### src/sv/sidta_pkg.sv
// Shared types and constants for the signed integer to decimal ASCII unit.
// Used by sidta_ctrl, sidta_dp and the top level; depends on nothing.
package sidta_pkg;

	localparam int VALUE_W = 32;
	localparam int CHAR_W = 7;
	localparam int DIGIT_W = 4;

	localparam logic [CHAR_W-1:0] CH_ZERO = 7'd48;
	localparam logic [CHAR_W-1:0] CH_NINE = 7'd57;
	localparam logic [CHAR_W-1:0] CH_MINUS = 7'd45;

	// floor(n / 10) == (n * RECIP10) >> RECIP10_SHIFT for every 32-bit n.
	localparam logic [VALUE_W-1:0] RECIP10 = 32'hCCCC_CCCD;
	localparam int RECIP10_SHIFT = 35;
	localparam int QUOT_W = 2 * VALUE_W - RECIP10_SHIFT;

	typedef enum logic [1:0] {
		ST_IDLE,
		ST_DIV,
		ST_SIGN,
		ST_EMIT
	} state_t;

	typedef struct packed {
		logic load;
		logic div_step;
		logic emit_sign;
		logic emit_digit;
	} cmd_t;

	typedef struct packed {
		logic div_last;
		logic neg;
		logic out_free;
		logic cnt_one;
	} status_t;

endpackage

### src/sv/sidta_ctrl.sv
// Controller state machine for the signed integer to decimal ASCII unit.
// Depends on sidta_pkg; drives sidta_dp through cmd_t and reads status_t.
module sidta_ctrl (
	input  logic                clk,
	input  logic                arst_n,
	input  logic                in_valid,
	output logic                in_ready,
	input  sidta_pkg::status_t  status,
	output sidta_pkg::cmd_t     cmd
);

	sidta_pkg::state_t state_q;
	sidta_pkg::state_t state_next;

	always_ff @(posedge clk or negedge arst_n) begin
		if (!arst_n) begin
			state_q <= sidta_pkg::ST_IDLE;
		end else begin
			state_q <= state_next;
		end
	end

	always_comb begin
		state_next = state_q;
		case (state_q)
			sidta_pkg::ST_IDLE: begin
				if (in_valid) begin
					state_next = sidta_pkg::ST_DIV;
				end
			end
			sidta_pkg::ST_DIV: begin
				if (status.div_last) begin
					state_next = status.neg ? sidta_pkg::ST_SIGN : sidta_pkg::ST_EMIT;
				end
			end
			sidta_pkg::ST_SIGN: begin
				if (status.out_free) begin
					state_next = sidta_pkg::ST_EMIT;
				end
			end
			sidta_pkg::ST_EMIT: begin
				if (status.out_free && status.cnt_one) begin
					state_next = sidta_pkg::ST_IDLE;
				end
			end
			default: begin
				state_next = sidta_pkg::ST_IDLE;
			end
		endcase
	end

	always_comb begin
		cmd = '0;
		in_ready = 1'b0;
		case (state_q)
			sidta_pkg::ST_IDLE: begin
				in_ready = 1'b1;
				cmd.load = in_valid;
			end
			sidta_pkg::ST_DIV: begin
				cmd.div_step = 1'b1;
			end
			sidta_pkg::ST_SIGN: begin
				cmd.emit_sign = status.out_free;
			end
			sidta_pkg::ST_EMIT: begin
				cmd.emit_digit = status.out_free;
			end
			default: begin
				cmd = '0;
			end
		endcase
	end

	// An accepted request always starts the digit extraction next cycle.
	assert property (@(posedge clk) disable iff (!arst_n)
		(in_valid && in_ready) |=> (state_q == sidta_pkg::ST_DIV))
		else $error("accepted request did not start division");

endmodule

### config.mk
export PLATFORM = sky130hd
export DESIGN_NAME = sidta_ctrl
export DESIGN_NICKNAME = d
export VERILOG_FILES = /design/src/sv/sidta_pkg.sv /design/src/sv/sidta_ctrl.sv
export SDC_FILE = /design/constraint.sdc
export NUM_CORES = 1
export LEC_CHECK = 0
export ABC_AREA = 1
export ABC_CLOCK_PERIOD_IN_PS = 1200
export BUFFER_PORTS_ARGS = -buffer_cell sky130_fd_sc_hd__buf_4
export CORE_AREA = 2 2 39 41
export CTS_BUF_LIST = sky130_fd_sc_hd__clkbuf_4 sky130_fd_sc_hd__clkbuf_8 sky130_fd_sc_hd__clkbuf_16
export DETAILED_ROUTE_END_ITERATION = 10
export DIE_AREA = 0 0 41 43
export PLACE_DENSITY_LB_ADDON = 0.25
export SLEW_MARGIN = 20
export SYNTH_ARGS = -nofsm -noshare
export SYNTH_HDL_FRONTEND = slang
export SYNTH_SLANG_ARGS = --single-unit
### constraint.sdc
create_clock -name clk -period 1.2 [get_ports clk]
set_input_delay 0.36 -clock clk [delete_from_list [all_inputs] [get_ports clk]]
set_output_delay 0.36 -clock clk [all_outputs]
set_load 0.1 [all_outputs]
==> impl_metrics.yaml, run 1 <==
status:
  status: "finished with violations"
  violations: "setup timing"
clock_network:
  clock_latency_ps: 220
  cts_tree: "yes"
  cts_sinks: 2
  cts_root_buf: "clkbuf_4"
  clockBufferDepth: 2
  clkSlewWorstSetupHoldPaths_ps: 30
  cts_buffers: 3
  htreeDepth: 1
critical_path:
  start_kind: "register"
  worst_ep_required_time_ps: 840
  cp_max_fo: 4
  crit_arrival_ps: 1210
  endpoint_kind: "primary output"
  worstSetupPathType: "register to primary output"
yosys:
  synth_top_cell_by_area: "dfrtp_1"
  synth_ff_type: "dfrtp_1"
  ys_ff_latch: 2
  synth_cells: 35
  avgSynthCellArea_um2: 6.756
  synth_warnings: 0
  synthTopCellsByCount: "nand2_1 (12), inv_1 (8), ha_1 (4), nand2_2 (3)"
  ys_top_cells_by_area: "dfrtp_1 (21%), ha_1 (21%), nand2_1 (19%)"
  synth_fp_nets: 46
  yosysTopAreaCellShare_pct: 21.16
  ys_seq_area_share_pct: 21.16
  ys_async_sr_fraction_pct: 100.0
  netlist_area_um2: 236.5
  synth_edf_count: 0
  synth_most_common_cell: "nand2_1"
  ys_types: 10
die:
  pin_count: 12
  dieArea_mm2: 0.001763
  placeableCoreArea_mm2: 0.001384
  start_util_pct: 17.09
  die_h_um: 43
  rows: 14
  die-width_um: 41
detailed_routing:
  routed_wirelength_um: 574
  viasPerCell: 3.753
  drtIter0Drc: 0
  drc_errors: 0
  dr.pass1.iters: 1
  detail_route.wl_per_cell_um: 7.863
  ant_nets: 0
  vias: 274
layout:
  reg_top3: "state_q x2"
  top_register: "state_q"
  layout-drive-gt1-share_pct: 66.67
  regArea_um2: 51.30
  post-route-cell-area_um2: 578.1
  antenna_cells: 0
  fill_cells: 140
  area_delta_synth_final_pct: 144.4
  nets: 70
  largest_register_ffs: 2
  multi_input_comb_area_um2: 225.2
global_route:
  grt.overflow.total: 0
  grt_usage_pct: 8.317
  grt_pass1_vias: 281
  grt_pass1_wl_um: 972
  antenna_found_initial: 0
  grt_max_degree: 5
sta:
  setup_slack_ps: -373.6
  whs_ps: 459.7
  relSlewSlack_pct: 86.60
  drv_slew: 0
  tightestPinTransition_ps: 201.4
  finalClockSkew_ps: 0.02071
  rsz0062_at_grt: "yes"
  period_needed_ps: 1574
  clock.fmax_mhz: 635.5
  hold_violations: 0
  fin_crit_sh_pct: 131.1
  setup_viol: 7
placement:
  place.gp.congestion: 0.6833
  hpwl_um: 433.6
  port_buffers: 11
  dpl_cell_area_um2: 395.4
job:
  maxCapViolCount: 0
worst_hold_path:
  hp-class: "input port to async pin"
[worst paths after layout]
path | start | endpoint | slack (ps) | depth (start not counted)
max in group asynchronous | arst_n | state_q[1] | 640 | 2
worst min-delay path | arst_n | state_q[0] | 460 | 2
min in group clk | status[2] | state_q[0] | 540 | 6
worst max register to register | state_q[1] | state_q[0] | -70 | 8
worst min register to register | state_q[1] | state_q[0] | 690 | 4
worst max-delay path | state_q[0] | cmd[3] | -370 | 5
[metal layers]
| layer | GRT usage [%] | vias up | part of all wire (%) | wire length (um) |
|---|---|---|---|---|
| met2 | 14.69 | 7 | 56 | 321 |
| met1 | 7.668 | 121 | 38 | 218 |
| met5 | 0 | - | 0 | 0 |
| met3 | 3.141 | 0 | 5.9 | 34 |
| li1 | - | 146 | - | - |
| met4 | 4.000 | 0 | 0 | 0 |
[critical path, cell delays in order, from the launching register on]
cell and delay, ps:
dfrtp_1 390, inv_2 130, ha_4 180, nand2_4 50, clkinvlp_4 70, buf_12 160
[layout make-up]
cell class	instances	area share (%)
Sequential cell	2	8.874
Tap cell	16	3.463
Multi-Input combinational cell	24	38.96
Inverter	9	7.792
Timing Repair Buffer	19	37.01
Clock buffer	3	3.896
[stage by stage]
step	instances	setup TNS (ps)	worst slack, ps	util [%]
floorplan	35	-1801	-444.0	-
global placement	65	-1090	-232.3	28.57
detailed placement	65	-1086	-240.1	28.57
CTS	73	-1991	-394.0	40.51
global route	73	-2339	-432.7	41.77
finish	73	-1898	-373.6	41.77
[placed cells by master, fill, tap and decap left out]
master         netlist  layout
buf_12               0       4
o21bai_1             2       2
nand3_1              1       1
nand3b_1             1       1
clkinvlp_4           0       3
inv_2                1       2
buf_6                0       5
nand2_2              3       2
ha_4                 0       3
buf_4                0       9
ha_1                 4       1
dfrtp_2              0       1
dfrtp_1              2       1
nor2_4               1       1
nand2_4              0       5
inv_1                8       4
clkbuf_4             0       3
nand2_1             12       8
dlygate4sd3_1        0       1
[what timing repair did]
action,CTS,global route
endpoints found under the setup margin,7,7
hold buffers,1,0
gates resized for setup,24,5
endpoints found under the hold margin,2,0
pin swaps,4,6
buffers inserted,4,2
[cell families (layout without fill, tap and decap cells)]
family	after synthesis	in the layout	share of synthesized area, %
DFF	2	2	21.16
AOI/OAI and AO/OA	2	2	6.347
adders and majority gates	4	4	21.16
and+or+nand+nor	18	18	37.04
buffers and inverters	9	31	14.28
Power of run 1 is not shown: default switching activity piles up to over one toggle a cycle in this logic, so the estimate is an artifact.
==> run 2: changes to the inputs <==
ABC_AREA = unset   (was 1)
==> run 2 against run 1 <==
Effect of this change:
- the flow still finishes with violations (setup timing)
- area after synthesis shrank 13%
- synthesized cell count down 40%
- sequential share of layout area rose by 0.63 points
- critical path type is now register to register
- first-iteration DRC count increased by 1
- flip-flop and latch count unchanged
- clock skew is 5.7 ps higher
- global-route usage is 0.98 points lower
- worst hold slack got worse by 11 ps
- routed wire length fell by 2.3%
- final cell count is 18% lower
==> impl_metrics.yaml, run 2 <==
status:
  status: "finished with violations"
  violations: "setup timing"
layout:
  nets: 56
  layout-drive-gt1-share_pct: 88.64
  layout_common_cells: "buf_4 (12), buf_12 (5), clkbuf_4 (4)"
  fill_cells: 139
  area_delta_synth_final_pct: 169.5
  fin_cells: 60
  largest_register_ffs: 2
  reg_top3: "state_q x2"
  antenna_cells: 0
  layout_commonest_cell: "buf_4"
  top_register: "state_q"
  fin_util_pct: 39.96
yosys:
  synth_fp_nets: 32
  avgSynthCellArea_um2: 9.771
  synth_warnings: 0
  netlist_area_um2: 205.2
  ys_types: 14
  synth_cells: 21
  ys_async_sr_fraction_pct: 100.0
  yosysTopAreaCellShare_pct: 24.39
  synthTopCellsByCount: "ha_1 (4), and2_1 (2), dfrtp_1 (2), inv_1 (2), nor2b_1 (2)"
  synth_most_common_cell: "ha_1"
  synth_ff_type: "dfrtp_1"
  synth_edf_count: 0
  ys_top_cells_by_area: "dfrtp_1 (24%), ha_1 (24%), nor2b_4 (6.7%)"
  ys_ff_latch: 2
  ys_seq_area_share_pct: 24.39
  synth_top_cell_by_area: "dfrtp_1"
detailed_routing:
  dr.pass1.iters: 4
  drtIter0Drc: 1
  detail_route.wl_per_cell_um: 9.350
  vias: 234
  routed_wirelength_um: 561
  viasPerCell: 3.900
  ant_nets: 0
  drc_errors: 0
clock_network:
  clock_latency_ps: 230
  htreeDepth: 1
  clockBufferDepth: 2
  cts_sinks: 2
  cts_buffers: 3
  clkSlewWorstSetupHoldPaths_ps: 40
  cts_root_buf: "clkbuf_4"
  cts_tree: "yes"
sta:
  setup_slack_ps: -404.3
  period_needed_ps: 1604
  relSlewSlack_pct: 82.59
  finalClockSkew_ps: 5.721
  hold_violations: 0
  rsz0062_at_grt: "yes"
  fin_crit_sh_pct: 133.7
  drv_slew: 0
  clock.fmax_mhz: 623.3
  tightestPinTransition_ps: 259.1
  setup_viol: 7
job:
  maxCapViolCount: 0
critical_path:
  cp_max_fo: 4
  worst_ep_required_time_ps: 1310
  r2r_setup_slack_ps: -400
  crit-reg2reg-launch: "state_q[0]"
  reg2reg_depth: 4
  reg2reg_to: "state_q[0]"
  worstSetupPathType: "register to register"
  start_kind: "register"
  worstPathCellList: "ha_2 > a21boi_2 > or3_1 > o32a_1"
  crit_arrival_ps: 1710
  slowest_stage: "dfrtp_2"
  slowest_delay_ps: 450
  endpoint_kind: "register"
placement:
  port_buffers: 11
  dpl.cell_count: 51
  place.gp.congestion: 0.6409
global_route:
  grt_max_degree: 5
  grt_usage_pct: 7.337
  grt_pass1_vias: 238
  grt_pass1_wl_um: 828
  grt.overflow.total: 0
  antenna_found_initial: 0
die:
  pin_count: 12
  start_util_pct: 14.83
  die_h_um: 43
  dieArea_mm2: 0.001763
  rows: 14
  placeableCoreArea_mm2: 0.001384
  die-width_um: 41
worst_hold_path:
  hp-class: "input port to async pin"
==> run 2: cell types whose count changed in the layout (fill, tap and decap cells not counted), sizes merged, moves of 2 or more <==
cell and delta:
o21bai -2, and2 +3, inv -4, nand2 -14
nor2b +3, clkinvlp -3
==> run 2: worst max-delay path: cells and delay by family (launching register included) <==
family | cells | cell delay [ps]
AO/OA/AOI/OAI | 2 | 460
flip-flops | 1 | 450
AND/OR/NAND/NOR | 1 | 370
adder cells (fa/ha/maj) | 1 | 200
==> run 2: worst max-delay path by stage <==
stage / from / end / depth (start not counted) / slack [ps]
floorplan: state_q[1] / state_q[1] / 5 / -440
global placement: state_q[0] / state_q[1] / 5 / -460
detailed placement: state_q[0] / state_q[1] / 5 / -480
CTS: state_q[0] / state_q[0] / 5 / -410
global route: state_q[1] / cmd[3] / 4 / -440
finish: state_q[0] / state_q[0] / 4 / -400
==> run 2: per-stage QoR <==
| stage | setup TNS (ps) | worst slack (ps) | hold WS (ps) | area (um2) |
|---|---|---|---|---|
| CTS | -2656 | -408.9 | 436.5 | 510.5 |
| detailed placement | -1909 | -479.2 | 143.9 | 376.6 |
| floorplan | -1483 | -435.3 | 64.41 | 251.5 |
| global placement | -1862 | -458.4 | 142.6 | 376.6 |
| global route | -2858 | -443.7 | 437.5 | 553.0 |
| finish | -2517 | -404.3 | 449.0 | 553.0 |
==> run 2: cell families after synthesis <==
| group | Yosys count | share of synthesized area, % |
|---|---|---|
| AO/OA/AOI/OAI | 3 | 11.59 |
| adder cells (fa/ha/maj) | 4 | 24.39 |
| buffers and inverters | 2 | 3.660 |
| flip-flops | 2 | 24.39 |
| multiplexers | 1 | 5.487 |
| AND/OR/NAND/NOR | 9 | 30.49 |
==> run 2: repair_timing <==
action | 4_1_cts | 5_1_grt
setup buffers | 2 | 2
endpoints found under the setup margin | 7 | 7
resized for setup | 18 | 9
hold endpoints to repair | 2 | 0
hold buffers | 1 | 0
cloned | 0 | 0
pin swaps | 2 | 3
==> run 2: layout make-up <==
class | count | area [um2] | share of cell area (%)
clock buffers | 4 | 30.03 | 5.430
well taps | 16 | 20.02 | 3.620
multi-input cells | 17 | 226.5 | 40.95
inverters | 2 | 12.51 | 2.262
repair buffers | 19 | 211.5 | 38.24
flip-flops and latches | 2 | 52.55 | 9.502
==> run 2: per-layer routing <==
| layer | vias up | routed length [um] | global-route usage (%) | share of wire [%] |
|---|---|---|---|---|
| met5 | - | 0 | 0 | 0 |
| met4 | 0 | 0 | 8.000 | 0 |
| met3 | 0 | 24 | 1.571 | 4.3 |
| met2 | 5 | 344 | 12.19 | 61 |
| met1 | 111 | 193 | 6.129 | 34 |
| li1 | 118 | - | - | - |
Power of run 2 is left out for the same reason.
==> run 3: changes to the inputs <==
CELL_PAD_IN_SITES_DETAIL_PLACEMENT = 1   (was unset)
CELL_PAD_IN_SITES_GLOBAL_PLACEMENT = 2   (was unset)
==> run 3 against run 2 <==
Effect of this change:
- the run still ends with setup timing left
- global-route usage increased by 2.5 points
- register-to-register slack improved by 30 ps
- die area unchanged
- highest routed layer unchanged
- critical path type is now register to primary output
- worst hold slack improved by 8.4 ps
- flip-flop and latch count unchanged
- via count decreased by 3.0%
==> impl_metrics.yaml, run 3 (synthesis results as in run 2) <==
detailed_routing:
  vias: 227
  drc_errors: 0
  dr.pass1.iters: 2
  ant_nets: 0
  routed_wirelength_um: 594
  viasPerCell: 4.054
  drtIter0Drc: 2
  detail_route.wl_per_cell_um: 10.61
sta:
  relSlewSlack_pct: 80.57
  clock.fmax_mhz: 628.1
  whs_ps: 457.4
  fin_crit_sh_pct: 132.7
  tightestPinTransition_ps: 290.9
  period_needed_ps: 1592
  hold_violations: 0
  finalClockSkew_ps: 2.150
  drv_slew: 0
  rsz0062_at_grt: "yes"
  setup_slack_ps: -392.2
  tns_ps: -2504
  setup_viol: 7
layout:
  fin_cells: 56
  layout-drive-gt1-share_pct: 82.50
  area_delta_synth_final_pct: 151.8
  reg_top3: "state_q x2"
  fill_cells: 157
  layout_common_cells: "buf_4 (8), buf_12 (5), clkbuf_4 (4)"
  regArea_um2: 52.55
  layout_commonest_cell: "buf_4"
  multi_input_comb_area_um2: 220.2
  antenna_cells: 0
  top_register: "state_q"
  nets: 52
  largest_register_ffs: 2
placement:
  dp_slack_ps: -464.2
  port_buffers: 11
  dpl.cell_count: 50
  place.gp.congestion: 0.7696
global_route:
  grt.overflow.total: 0
  grt_pass1_wl_um: 1090
  antenna_found_initial: 0
  grt_usage_pct: 9.849
  grt_max_degree: 5
  grt_pass1_vias: 286
die:
  dieArea_mm2: 0.001763
  placeableCoreArea_mm2: 0.001384
  die_h_um: 43
  rows: 14
  pin_count: 12
  start_util_pct: 14.83
  die-width_um: 41
clock_network:
  clkSlewWorstSetupHoldPaths_ps: 30
  cts_sinks: 2
  cts_buffers: 3
  cts_root_buf: "clkbuf_4"
  htreeDepth: 1
  clockBufferDepth: 2
  cts_tree: "yes"
  clock_latency_ps: 230
critical_path:
  worstPathCellList: "inv_4 > ha_4 > and2_4 > buf_12"
  cp_max_fo: 4
  start_kind: "register"
  slowest_stage: "dfrtp_2"
  worstSetupPathType: "register to primary output"
  slowest_delay_ps: 450
  crit_arrival_ps: 1230
  worst_ep_required_time_ps: 840
  endpoint_kind: "primary output"
status:
  violations: "setup timing"
  status: "finished with violations"
worst_hold_path:
  hp-class: "input port to async pin"
job:
  maxCapViolCount: 0
-- run 3: final timing paths --
| check | startpoint | end | slack (ps) | depth (start not counted) |
|---|---|---|---|---|
| hold reg to reg | state_q[1] | state_q[1] | 620 | 1 |
| setup / recovery | state_q[0] | cmd[3] | -390 | 4 |
| hold / removal | arst_n | state_q[0] | 460 | 2 |
| setup reg to reg | state_q[0] | state_q[0] | -370 | 4 |
| max in group asynchronous | arst_n | state_q[1] | 640 | 2 |
| min in group clk | status[2] | state_q[0] | 580 | 3 |
-- run 3: stage by stage --
| stage | utilization, % | instance area, um2 |
|---|---|---|
| 2_1_floorplan | - | 251.5 |
| 3_3_place_gp | 26.67 | 369.1 |
| 3_5_place_dp | 26.67 | 369.1 |
| 5_1_grt | 37.34 | 516.7 |
| 6_report | 37.34 | 516.7 |
| 4_1_cts | 35.90 | 496.7 |
-- run 3: timing repair --
| item | 4_1_cts | 5_1_grt |
|---|---|---|
| endpoints found under the hold margin | 2 | 0 |
| setup endpoints to repair | 7 | 7 |
| gates resized for setup | 19 | 6 |
| pin swaps | 2 | 1 |
| hold buffers | 1 | 0 |
| buffers inserted | 1 | 0 |
-- run 3: worst max-delay path, delay by kind of cell, from the launching register on --
family / cells / cell delay (ps)
buf+inv: 2 / 260
flops: 1 / 450
simple gates: 1 / 150
fa+ha+maj: 1 / 150
-- run 3: metal layers --
| layer | GRT usage (%) | up-vias | wire [um] |
|---|---|---|---|
| met5 | 0 | - | 0 |
| met4 | 8.000 | 0 | 0 |
| met3 | 4.712 | 0 | 20 |
| met2 | 16.88 | 5 | 385 |
| met1 | 7.419 | 112 | 187 |
| li1 | - | 110 | - |
-- run 3: final cells by class --
type                    instances  share of cell area (%)
multi-input cells              17                   42.61
repair buffers                 15                   35.11
flip-flops and latches          2                   10.17
clock buffers                   4                   5.811
well taps                      16                   3.874
inverters                       2                   2.421
Power of run 3 is left out for the same reason.
